--- config.mk ---
export PLATFORM = sky130hd
export DESIGN_NAME = locale_free_number_reader_unit
export DESIGN_NICKNAME = d
export VERILOG_FILES = /design/src/sv/lfnr_pkg.sv /design/src/sv/lfnr_front.sv /design/src/sv/lfnr_queue.sv /design/src/sv/lfnr_back.sv /design/src/sv/locale_free_number_reader_unit.sv
export SDC_FILE = /design/constraint.sdc
export NUM_CORES = 1
export LEC_CHECK = 0
export BUFFER_PORTS_ARGS = -buffer_cell sky130_fd_sc_hd__buf_2
export CELL_PAD_IN_SITES_DETAIL_PLACEMENT = 0
export CELL_PAD_IN_SITES_GLOBAL_PLACEMENT = 2
export CORE_AREA = 2 2 239 241
export CTS_CLUSTER_SIZE = 30
export DETAILED_ROUTE_END_ITERATION = 10
export DIE_AREA = 0 0 241 243
export PLACE_DENSITY = 0.77
export SLEW_MARGIN = 20
export SYNTH_ARGS = -nofsm -noshare
export SYNTH_HDL_FRONTEND = slang
export SYNTH_SLANG_ARGS = --single-unit
export TNS_END_PERCENT = 100
--- constraint.sdc ---
create_clock -name i_clk -period 6.8 [get_ports i_clk]
set_clock_uncertainty 0.05 [all_clocks]
set_input_delay 1.36 -clock i_clk [delete_from_list [all_inputs] [get_ports i_clk]]
set_output_delay 1.36 -clock i_clk [all_outputs]
set_load 0.03 [all_outputs]
--- src/sv/lfnr_pkg.sv ---
`default_nettype none

package lfnr_pkg;

    localparam int MAX_DIGITS_DEF = 18;

    localparam int BYTE_W  = 8;
    localparam int VALUE_W = 60;
    localparam int MANT_W  = 61;
    localparam int FRAC_W  = 5;
    localparam int COUNT_W = 5;
    localparam int POS_W   = 6;
    localparam int DIGIT_W = 4;

    localparam logic [POS_W-1:0]   POS_NONE      = '1;
    localparam logic [COUNT_W-1:0] COUNT_CAP     = '1;
    localparam logic [COUNT_W-1:0] GROUP_DIGITS  = COUNT_W'(3);

    localparam int QUEUE_DEPTH = 4;
    localparam int QPTR_W      = $clog2(QUEUE_DEPTH);

    localparam logic [BYTE_W-1:0] CH_ZERO   = 8'h30;
    localparam logic [BYTE_W-1:0] CH_NINE   = 8'h39;
    localparam logic [BYTE_W-1:0] CH_MINUS  = 8'h2D;
    localparam logic [BYTE_W-1:0] CH_PLUS   = 8'h2B;
    localparam logic [BYTE_W-1:0] CH_OPEN   = 8'h28;
    localparam logic [BYTE_W-1:0] CH_CLOSE  = 8'h29;
    localparam logic [BYTE_W-1:0] CH_DOT    = 8'h2E;
    localparam logic [BYTE_W-1:0] CH_COMMA  = 8'h2C;
    localparam logic [BYTE_W-1:0] CH_SPACE  = 8'h20;
    localparam logic [BYTE_W-1:0] CH_TAB    = 8'h09;
    localparam logic [BYTE_W-1:0] CH_CR     = 8'h0D;
    localparam logic [BYTE_W-1:0] CH_LF     = 8'h0A;
    localparam logic [BYTE_W-1:0] CH_DOLLAR = 8'h24;
    localparam logic [BYTE_W-1:0] CH_NBSP_0 = 8'hC2;
    localparam logic [BYTE_W-1:0] CH_NBSP_1 = 8'hA0;
    localparam logic [BYTE_W-1:0] CH_EURO_0 = 8'hE2;
    localparam logic [BYTE_W-1:0] CH_EURO_1 = 8'h82;
    localparam logic [BYTE_W-1:0] CH_EURO_2 = 8'hAC;

    typedef logic [3:0] t_cls;

    localparam t_cls CLS_DIGIT = 4'd0;
    localparam t_cls CLS_MINUS = 4'd1;
    localparam t_cls CLS_PLUS  = 4'd2;
    localparam t_cls CLS_OPEN  = 4'd3;
    localparam t_cls CLS_CLOSE = 4'd4;
    localparam t_cls CLS_DOT   = 4'd5;
    localparam t_cls CLS_COMMA = 4'd6;
    localparam t_cls CLS_SKIP  = 4'd7;
    localparam t_cls CLS_OTHER = 4'd8;

    typedef struct packed {
        t_cls               cls;
        logic [DIGIT_W-1:0] digit;
        logic               last;
    } t_item;

    function automatic logic [63:0] pow10(input int n);
        logic [63:0] acc;
        acc = 64'd1;
        for (int k = 0; k < n; k++) begin
            acc = acc * 64'd10;
        end
        return acc;
    endfunction

endpackage

`default_nettype wire

--- src/sv/lfnr_front.sv ---
`default_nettype none

module lfnr_front (
    input  wire logic                       i_valid,
    input  wire logic [lfnr_pkg::BYTE_W-1:0] i_text_byte,
    input  wire logic                       i_has_byte,
    input  wire logic                       i_last,
    input  wire logic                       i_full,
    output logic                            o_stall,
    output logic                            o_push,
    output lfnr_pkg::t_item                 o_item
);
    import lfnr_pkg::*;

    t_cls cls;

    always_comb begin
        cls = CLS_OTHER;
        if (!i_has_byte) begin
            cls = CLS_SKIP;
        end else if (i_text_byte >= CH_ZERO && i_text_byte <= CH_NINE) begin
            cls = CLS_DIGIT;
        end else begin
            unique case (i_text_byte)
                CH_MINUS: cls = CLS_MINUS;
                CH_PLUS:  cls = CLS_PLUS;
                CH_OPEN:  cls = CLS_OPEN;
                CH_CLOSE: cls = CLS_CLOSE;
                CH_DOT:   cls = CLS_DOT;
                CH_COMMA: cls = CLS_COMMA;
                CH_SPACE, CH_TAB, CH_CR, CH_LF, CH_DOLLAR,
                CH_NBSP_0, CH_NBSP_1, CH_EURO_0, CH_EURO_1, CH_EURO_2: cls = CLS_SKIP;
                default:  cls = CLS_OTHER;
            endcase
        end
    end

    assign o_item.cls   = cls;
    assign o_item.digit = i_text_byte[DIGIT_W-1:0];
    assign o_item.last  = i_last;
    assign o_stall      = i_full;
    assign o_push       = i_valid && !i_full;

endmodule

`default_nettype wire

--- src/sv/lfnr_queue.sv ---
`default_nettype none

module lfnr_queue (
    input  wire logic      i_clk,
    input  wire logic      i_rst_n,
    input  wire logic      i_push,
    input  wire lfnr_pkg::t_item i_item,
    input  wire logic      i_pop,
    output logic           o_valid,
    output lfnr_pkg::t_item o_item,
    output logic           o_full
);
    import lfnr_pkg::*;

    t_item               r_entry [QUEUE_DEPTH];
    logic [QPTR_W-1:0]   r_wr_ptr;
    logic [QPTR_W-1:0]   r_rd_ptr;
    logic [QPTR_W:0]     r_count;
    logic [QPTR_W-1:0]   n_wr_ptr;
    logic [QPTR_W-1:0]   n_rd_ptr;
    logic [QPTR_W:0]     n_count;
    logic                do_pop;

    assign do_pop  = i_pop && (r_count != '0);
    assign o_valid = (r_count != '0);
    assign o_item  = r_entry[r_rd_ptr];
    assign o_full  = (r_count == (QPTR_W+1)'(QUEUE_DEPTH));

    always_comb begin
        n_wr_ptr = i_push ? r_wr_ptr + 1'b1 : r_wr_ptr;
        n_rd_ptr = do_pop ? r_rd_ptr + 1'b1 : r_rd_ptr;
        n_count  = r_count + (QPTR_W+1)'(i_push) - (QPTR_W+1)'(do_pop);
    end

    always_ff @(posedge i_clk) begin
        if (!i_rst_n) begin
            r_wr_ptr <= '0;
            r_rd_ptr <= '0;
            r_count  <= '0;
        end else begin
            r_wr_ptr <= n_wr_ptr;
            r_rd_ptr <= n_rd_ptr;
            r_count  <= n_count;
        end
    end

    always_ff @(posedge i_clk) begin
        if (i_push) begin
            r_entry[r_wr_ptr] <= i_item;
        end
    end

endmodule

`default_nettype wire

--- src/sv/lfnr_back.sv ---
`default_nettype none

module lfnr_back #(
    parameter int MAX_DIGITS = lfnr_pkg::MAX_DIGITS_DEF
) (
    input  wire logic                               i_clk,
    input  wire logic                               i_rst_n,
    input  wire logic                               i_item_valid,
    input  wire lfnr_pkg::t_item                    i_item,
    output logic                                    o_pop,
    output logic                                    o_valid,
    output logic                                    o_is_number,
    output logic signed [lfnr_pkg::MANT_W-1:0]      o_signed_mantissa,
    output logic [lfnr_pkg::FRAC_W-1:0]             o_fraction_digits,
    output logic                                    o_too_many_digits,
    input  wire logic                               i_stall
);
    import lfnr_pkg::*;

    localparam logic [COUNT_W-1:0] MAX_CNT = COUNT_W'(MAX_DIGITS);
    localparam logic [VALUE_W-1:0] MAG_SAT = VALUE_W'(pow10(MAX_DIGITS) - 64'd1);

    logic [VALUE_W-1:0] r_value,  n_value;
    logic [COUNT_W-1:0] r_count,  n_count;
    logic               r_minus,  n_minus;
    logic               r_open,   n_open;
    logic [POS_W-1:0]   r_dot,    n_dot;
    logic [POS_W-1:0]   r_comma,  n_comma;
    logic               r_refused, n_refused;

    logic               r_fin_valid;
    logic [VALUE_W-1:0] r_fin_value;
    logic [COUNT_W-1:0] r_fin_count;
    logic               r_fin_minus;
    logic [POS_W-1:0]   r_fin_dot;
    logic [POS_W-1:0]   r_fin_comma;
    logic               r_fin_refused;

    logic               r_out_valid;
    logic               r_is_number;
    logic [MANT_W-1:0]  r_mantissa;
    logic [FRAC_W-1:0]  r_frac;
    logic               r_over;

    logic out_ready;
    logic fin_ready;
    logic pop;

    assign out_ready = !r_out_valid || !i_stall;
    assign fin_ready = !r_fin_valid || out_ready;
    assign pop       = i_item_valid && (!i_item.last || fin_ready);
    assign o_pop     = pop;

    always_comb begin
        n_value   = r_value;
        n_count   = r_count;
        n_minus   = r_minus;
        n_open    = r_open;
        n_dot     = r_dot;
        n_comma   = r_comma;
        n_refused = r_refused;
        if (!r_refused) begin
            unique case (i_item.cls)
                CLS_DIGIT: begin
                    if (r_count < MAX_CNT) begin
                        n_value = (r_value << 3) + (r_value << 1)
                                  + VALUE_W'(i_item.digit);
                    end
                    if (r_count != COUNT_CAP) begin
                        n_count = r_count + 1'b1;
                    end
                end
                CLS_MINUS: begin
                    if (r_count != '0) begin
                        n_refused = 1'b1;
                    end else begin
                        n_minus = 1'b1;
                    end
                end
                CLS_PLUS: begin
                    if (r_count != '0) begin
                        n_refused = 1'b1;
                    end
                end
                CLS_OPEN:  n_open = 1'b1;
                CLS_CLOSE: begin
                    if (r_open) begin
                        n_minus = 1'b1;
                    end
                end
                CLS_DOT:   n_dot   = POS_W'(r_count);
                CLS_COMMA: n_comma = POS_W'(r_count);
                CLS_SKIP:  ;
                default:   n_refused = 1'b1;
            endcase
        end
    end

    always_ff @(posedge i_clk) begin
        if (!i_rst_n) begin
            r_value   <= '0;
            r_count   <= '0;
            r_minus   <= 1'b0;
            r_open    <= 1'b0;
            r_dot     <= POS_NONE;
            r_comma   <= POS_NONE;
            r_refused <= 1'b0;
        end else if (pop) begin
            if (i_item.last) begin
                r_value   <= '0;
                r_count   <= '0;
                r_minus   <= 1'b0;
                r_open    <= 1'b0;
                r_dot     <= POS_NONE;
                r_comma   <= POS_NONE;
                r_refused <= 1'b0;
            end else begin
                r_value   <= n_value;
                r_count   <= n_count;
                r_minus   <= n_minus;
                r_open    <= n_open;
                r_dot     <= n_dot;
                r_comma   <= n_comma;
                r_refused <= n_refused;
            end
        end
    end

    always_ff @(posedge i_clk) begin
        if (!i_rst_n) begin
            r_fin_valid <= 1'b0;
        end else if (fin_ready) begin
            r_fin_valid <= pop && i_item.last;
        end
    end

    always_ff @(posedge i_clk) begin
        if (fin_ready && pop && i_item.last) begin
            r_fin_value   <= n_value;
            r_fin_count   <= n_count;
            r_fin_minus   <= n_minus;
            r_fin_dot     <= n_dot;
            r_fin_comma   <= n_comma;
            r_fin_refused <= n_refused;
        end
    end

    logic               good;
    logic               has_dot;
    logic               has_comma;
    logic [POS_W-1:0]   sep_pos;
    logic [POS_W-1:0]   diff;
    logic [COUNT_W-1:0] after;
    logic [COUNT_W-1:0] frac_raw;
    logic [FRAC_W-1:0]  frac;
    logic               over;
    logic [VALUE_W-1:0] mag;
    logic [MANT_W-1:0]  mant;

    always_comb begin
        good      = !r_fin_refused && (r_fin_count != '0);
        has_dot   = (r_fin_dot != POS_NONE);
        has_comma = (r_fin_comma != POS_NONE);
        if (has_dot && has_comma) begin
            sep_pos = (r_fin_dot > r_fin_comma) ? r_fin_dot : r_fin_comma;
        end else if (has_dot) begin
            sep_pos = r_fin_dot;
        end else begin
            sep_pos = r_fin_comma;
        end
        diff  = POS_W'(r_fin_count) - sep_pos;
        after = diff[COUNT_W-1:0];
        if (has_dot && has_comma) begin
            frac_raw = after;
        end else if (has_dot || has_comma) begin
            frac_raw = (after == GROUP_DIGITS) ? '0 : after;
        end else begin
            frac_raw = '0;
        end
        frac = FRAC_W'((frac_raw > MAX_CNT) ? MAX_CNT : frac_raw);
        over = (r_fin_count > MAX_CNT);
        mag  = over ? MAG_SAT : r_fin_value;
        mant = {1'b0, mag};
        if (r_fin_minus) begin
            mant = -mant;
        end
    end

    always_ff @(posedge i_clk) begin
        if (!i_rst_n) begin
            r_out_valid <= 1'b0;
        end else if (out_ready) begin
            r_out_valid <= r_fin_valid;
        end
    end

    always_ff @(posedge i_clk) begin
        if (out_ready && r_fin_valid) begin
            r_is_number <= good;
            r_mantissa  <= good ? mant : '0;
            r_frac      <= good ? frac : '0;
            r_over      <= good && over;
        end
    end

    assign o_valid           = r_out_valid;
    assign o_is_number       = r_is_number;
    assign o_signed_mantissa = r_mantissa;
    assign o_fraction_digits = r_frac;
    assign o_too_many_digits = r_over;

endmodule

`default_nettype wire

--- src/sv/locale_free_number_reader_unit.sv ---
// Reads one text field a byte per beat and reports whether it is a number.
// Input channel: i_valid, o_stall and the fields i_text_byte, i_has_byte and
// i_last. A beat is taken at a clock edge with i_valid high and o_stall low.
// i_has_byte low makes an empty beat, which is useful to close a field.
// Output channel: o_valid, i_stall and the fields o_is_number,
// o_signed_mantissa, o_fraction_digits and o_too_many_digits. One result beat
// follows each input beat with i_last high; the value is the mantissa
// divided by ten to the power of o_fraction_digits.
// A byte is classified on entry and queued in a four-entry queue; the back
// end updates the digit accumulator at one beat per cycle, the multiply by
// ten and add of the 60-bit accumulator setting that rate; a last beat
// waits in the queue while the snapshot is full and the output stalled.
// Its result passes through a snapshot register and the output register.
// When i_stall is held, the output holds its beat and the snapshot fills;
// the queue then fills once a last beat waits at its head, and o_stall
// rises once the queue is full. Synchronous reset clears the queue, the field
// state and both valid flags; beats can be taken once reset is released.
`default_nettype none

module locale_free_number_reader_unit #(
    parameter int MAX_DIGITS = lfnr_pkg::MAX_DIGITS_DEF
) (
    input  wire logic                               i_clk,
    input  wire logic                               i_rst_n,
    input  wire logic                               i_valid,
    output logic                                    o_stall,
    input  wire logic [lfnr_pkg::BYTE_W-1:0]        i_text_byte,
    input  wire logic                               i_has_byte,
    input  wire logic                               i_last,
    output logic                                    o_valid,
    input  wire logic                               i_stall,
    output logic                                    o_is_number,
    output logic signed [lfnr_pkg::MANT_W-1:0]      o_signed_mantissa,
    output logic [lfnr_pkg::FRAC_W-1:0]             o_fraction_digits,
    output logic                                    o_too_many_digits
);
    import lfnr_pkg::*;

    logic  push;
    logic  full;
    logic  pop;
    logic  q_valid;
    t_item front_item;
    t_item q_item;

    lfnr_front u_front (
        .i_valid     (i_valid),
        .i_text_byte (i_text_byte),
        .i_has_byte  (i_has_byte),
        .i_last      (i_last),
        .i_full      (full),
        .o_stall     (o_stall),
        .o_push      (push),
        .o_item      (front_item)
    );

    lfnr_queue u_queue (
        .i_clk   (i_clk),
        .i_rst_n (i_rst_n),
        .i_push  (push),
        .i_item  (front_item),
        .i_pop   (pop),
        .o_valid (q_valid),
        .o_item  (q_item),
        .o_full  (full)
    );

    lfnr_back #(
        .MAX_DIGITS (MAX_DIGITS)
    ) u_back (
        .i_clk             (i_clk),
        .i_rst_n           (i_rst_n),
        .i_item_valid      (q_valid),
        .i_item            (q_item),
        .o_pop             (pop),
        .o_valid           (o_valid),
        .o_is_number       (o_is_number),
        .o_signed_mantissa (o_signed_mantissa),
        .o_fraction_digits (o_fraction_digits),
        .o_too_many_digits (o_too_many_digits),
        .i_stall           (i_stall)
    );

endmodule

`default_nettype wire

# Word-level counts from Yosys, hierarchy flattened
# Memories as Yosys holds them, arrays and structs flattened. A register that Yosys moved wholly into a read port is not among the register bits.
# Cells that the tools add are included.
[word_totals] reg_bits=236 wordCells=144 mem_bits_rw=36 output_inout_bits=70 mem_bits_ro=0 input_bits=14 mem_count=1 latch_bits=0
[op_classes] shifts=0 muxes=42 reduce_logical=32 n_bitwise=1 add_sub_neg=9 n_mul=0 n_div=0 eq_ne=29 order_cmp=6
[mem_list] memory="u_queue.r_entry" words=4 word_bits=9 rd=1 rd_clocked_by_memory_dff=1 write_ports=1 line="lfnr_queue.sv:15" text="t_item r_entry [QUEUE_DEPTH];"
[ops] cell="$mux W60" n=6
[ops] cell="$eq A8 B6 Y1 const B" n=8
[ops] cell="$neg A60 Y61" n=1
[ops] cell="$add A60 B4 Y60" n=1
[ops] cell="$add A60 B60 Y60" n=1
[ops] cell="$mux W5" n=11
[ops] cell="$eq A8 B8 Y1 const B" n=5
[ops] cell="$mux W6" n=6
[ops] cell="$pmux W4 S7" n=1
[ops] cell="$eq A8 B4 Y1 const B" n=3
[ops] cell="$eq A4 B3 Y1 const B" n=4
[ops] cell="$mux W1" n=12
[ops] cell="$ne A6 B6 Y1 const B" n=2
[ops] cell="$logic_and A1 B1 Y1" n=11
[ops] cell="$gt A5 B5 Y1 const B" n=2
[ops] cell="$reduce_bool A5 Y1" n=2
[ops] cell="$reduce_or A10 Y1" n=1
[ops] cell="$eq A4 B2 Y1 const B" n=2
[ops] cell="$ge A8 B6 Y1 const B" n=1
[ops] cell="$le A8 B6 Y1 const B" n=1
[ops] cell="$mux W4" n=2
[ops] cell="$gt A6 B6 Y1" n=1
[ops] cell="$logic_not A1 Y1" n=6
[ops] cell="$reduce_or A6 Y1" n=1
[ops] cell="21 further kinds" n=28

# Depth between registers and ports, before layout
[depth] word_depth=10 mapped_depth=21 depth_no_buf=21

# By module
# From an unflattened synthesis, not the netlist that was laid out.
[hier_totals] hier_cells=1739 area_unflattened_um2=16844.9
[by_module_without_submodules] mod="lfnr_back" seq_area_each_um2=6055.8 cells_each=1600 area_per_inst_um2=14724.1 instances=1
[by_module_without_submodules] mod="lfnr_queue" seq_area_each_um2=1261.2 cells_each=92 area_per_inst_um2=1776.7 instances=1
[by_module_without_submodules] mod="lfnr_front" seq_area_each_um2=0.0 cells_each=47 area_per_inst_um2=344.1 instances=1

# Least setup slack after synthesis
# No wires, ideal clock.
[synth_timing] path_type="in2reg" from="input port i_stall" to="register u_back.r_frac[0], in the netlist u_back.o_fraction_digits[0] (enable)" path_slack_ns=-0.163 setup_time_ns=0.597 arrival_ns=6.315 n_path_buf=0 required_ns=6.153 path_stages=1 cell_sequence="a21boi_0"
[synth_between] elab_chain_cells=3
[synth_rtl] element="from (decl)" line="locale_free_number_reader_unit.sv:31" text="input wire logic i_stall,"
[synth_rtl] element="$logic_not A1 Y1" line="lfnr_back.sv:49" text="assign out_ready = !r_out_valid || !i_stall;"
[synth_rtl] element="$logic_or A1 B1 Y1" line="lfnr_back.sv:49"
[synth_rtl] element="$logic_and A1 B1 Y1" line="lfnr_back.sv:198" text="if (out_ready && r_fin_valid) begin"
[synth_rtl] element="to (signal assigned)" line="lfnr_back.sv:201" text="r_frac <= good ? frac : '0;"
[synth_rtl] element="to (decl)" line="lfnr_back.sv:42" text="logic [FRAC_W-1:0] r_frac;"
# Every way passes these cells.
# A chain may end at the register's enable or synchronous reset.

==> impl_metrics.ini <==
[status]
status = complete, no violations

[synthesis]
synth_nets = 1848
yosys.area.top_type = edfxtp_1
synth_top_flop_cell = edfxtp_1
synth_common_cells = edfxtp_1 (183), nand2_1 (168), nor2_1 (151)
synthArstFlopShare_pct = 0
ys_warn_count = 0
yosys.area.top_type_share_pct = 33.0
synth.most_common_cell = edfxtp_1
synth.avg_cell_area_um2 = 9.83
synthCells = 1697
syn-cell-area_mm2 = 0.0167
ys_seq_elements = 274
ys_seq_area_share_pct = 43.9
synthDistinctLibCells = 76
synth_area_leaders = edfxtp_1 (33%), dfxtp_1 (11%), ha_1 (10%)
synth_edf_count = 183

[route]
drt-vias-per-instance = 5.10
route.met3.wl_um = 1610
top_layer = met4
drc = 0
drt-total-wl_um = 43800
detailroute.via_count = 12877
wl_met2_um = 19200
antenna_left = 0
wl_met1_um = 22300
drtPass1Iterations = 5
avgRoutedWirePerCell_um = 17.4
drt_iter0_markers = 776

[pwr]
power.density_mw_per_mm2 = 400
vdd_drop_max_uv = 180
leakagePower_nw = 7.52

[clock_tree]
cts_setup_buffers = 0
cts_buffers = 28
cts_hold_buf = 0
clockBufferDepth = 3
cts_tree = done
cts.reportedPaths.clkPinSlew_ns = 0.06
cts_root_buf = clkbuf_16
clkLatencyLatePin_ns = 0.57
ctsResizeCount = 0
cts_max_level = 1
cts.sinks = 274

[setup_path]
cp.arrival_ns = 5.41
path_max_fanout = 9
cp-start-kind = flop
r2r_setup_slack_ns = 1.64
critPathKind = flop to flop
critPathRequiredTime_ns = 7.05
cp-end-kind = flop

[timing]
fin_crit_ns = 5.16
finalHoldViolCount = 0
rsz0062_at_grt = false
setup_tns_ns = 0
setup_viol_count_final = 0
relSlewSlack_pct = 36.8
fmax_mhz = 194
worstMarginPinSlew_ns = 0.941
fin_crit_sh_pct = 75.9
slew_viol_final = 0

[placement]
io_buffers = 83
routabilityCongestion = 0.833
dp_hpwl_um = 33000
place_area_mm2 = 0.0179

[layout]
syn_to_final_growth_pct = 13.0
regArea_mm2 = 0.00732
finalInstanceArea_mm2 = 0.0188
fillers = 5750
layout-drive-gt1-share_pct = 13.5
utilization_pct = 33.7
num_antenna_cells = 0
multi_input_area_mm2 = 0.00890
final_nets = 1897

[floorplan]
fp.dieW_um = 241
die_area_mm2 = 0.0586
die_h_um = 243
io_pins = 84
rows = 87
core_mm2 = 0.0560
start_util_pct = 29.8

[global_routing]
grt_pass1_wl_um = 69500
track_usage_pct = 14.7
antenna_found_initial = 0
grt_pass1_vias = 12271
grt_max_degree = 69
overflow = 0

[worst_hold_path]
hold_path_class = flop to flop

[job]
drv_cap = 0
[metrics by stage]
stage / hold WS [ns] / worst slack, ns / cells / power (W)
after detailed placement: 0.393 / 1.58 / 2471 / 0.00601
after floorplan: 0.365 / 1.64 / 1697 / 0.00506
after CTS: 0.403 / 1.54 / 2523 / 0.00762
final: 0.404 / 1.64 / 2524 / 0.00753
after global routing: 0.432 / 1.32 / 2524 / 0.00804
after global placement: 0.377 / 1.58 / 2471 / 0.00598
[state kept, by name (all words and copies together) (netlist names), 2 cells and up, named ones only]
name,cells
u_back.o_fraction_digits,5
u_back.o_signed_mantissa,61
u_back.r_comma,6
u_back.r_count,5
u_back.r_dot,6
u_back.r_fin_comma,6
u_back.r_fin_count,5
u_back.r_fin_dot,6
u_back.r_fin_value,60
u_back.r_value,60
u_queue.r_count,3
u_queue.r_entry,36
u_queue.r_rd_ptr,2
u_queue.r_wr_ptr,2
[path summary, 6_finish.rpt]
path	startpoint	endpoint	depth (start not counted)
worst max register to register	flop	u_back.r_fin_value[51]	13
worst min register to register	u_back.r_dot[5]	u_back.r_dot[5]	2
worst min-delay path	u_back.r_dot[5]	u_back.r_dot[5]	2
worst max-delay path	flop	u_back.r_fin_value[51]	13
[cell families (layout without fill, tap and decap cells)]
kind of cell             after synthesis  after routing  share of synthesized area, %
AO/OA/AOI/OAI                        453            453                          17.5
XOR/XNOR                              94             94                          4.94
adder cells (fa/ha/maj)              137            137                          10.5
buffers and inverters                125            196                          2.84
flip-flops                           274            274                          43.9
multiplexers                          59             59                          4.58
AND/OR/NAND/NOR                      555            555                          15.8
[placed cells by master (no fill, tap or decap), types with 21 or more instances in the layout]
cell	n
edfxtp_1	183
nand2_1	167
nor2_1	150
ha_1	133
a21oi_1	116
o21ai_0	111
dfxtp_1	91
buf_2	83
xnor2_1	61
nand3_1	51
mux2_2	49
inv_1	39
a21o_1	33
xor2_1	33
a21boi_0	30
clkbuf_16	28
nor3_1	25
nor2b_1	23
or3_1	22
and2_1	21
[report_power, final]
group	total [W]	internal, W	switching [W]
clock network	0.00159	0.000918	0.000669
registers	0.00285	0.00250	0.000348
logic	0.00309	0.00101	0.00208
total	0.00753	0.00443	0.00310
[worst max-delay path, cell delays in order (launching register included)]
cell and delay, ns:
dfxtp_1 0.69, mux4_2 0.59, fa_1 0.46, ha_1 0.31
a21o_1 0.17, nand4_1 0.11, nand2_1 0.11, a31oi_1 0.48
o2111ai_1 0.27, a311oi_1 0.87, o21bai_1 0.19, a21oi_1 0.20
xnor2_1 0.10, mux2_2 0.28
[routing by layer]
metal,vias up,track usage (%)
met2,261,22.7
met3,47,1.18
met1,6196,22.2
met5,-,0
met4,0,3.32
li1,6373,-
[final cells by class]
class | count | area share [%]
sequential | 274 | 38.8
timing repair buffer | 103 | 3.04
multi-input combinational | 1298 | 47.3
clock inverter | 19 | 1.20
tap | 756 | 5.02
inverter | 41 | 0.817
clock buffer | 33 | 3.82
No activity file was read; power rests on OpenSTA's default activity.
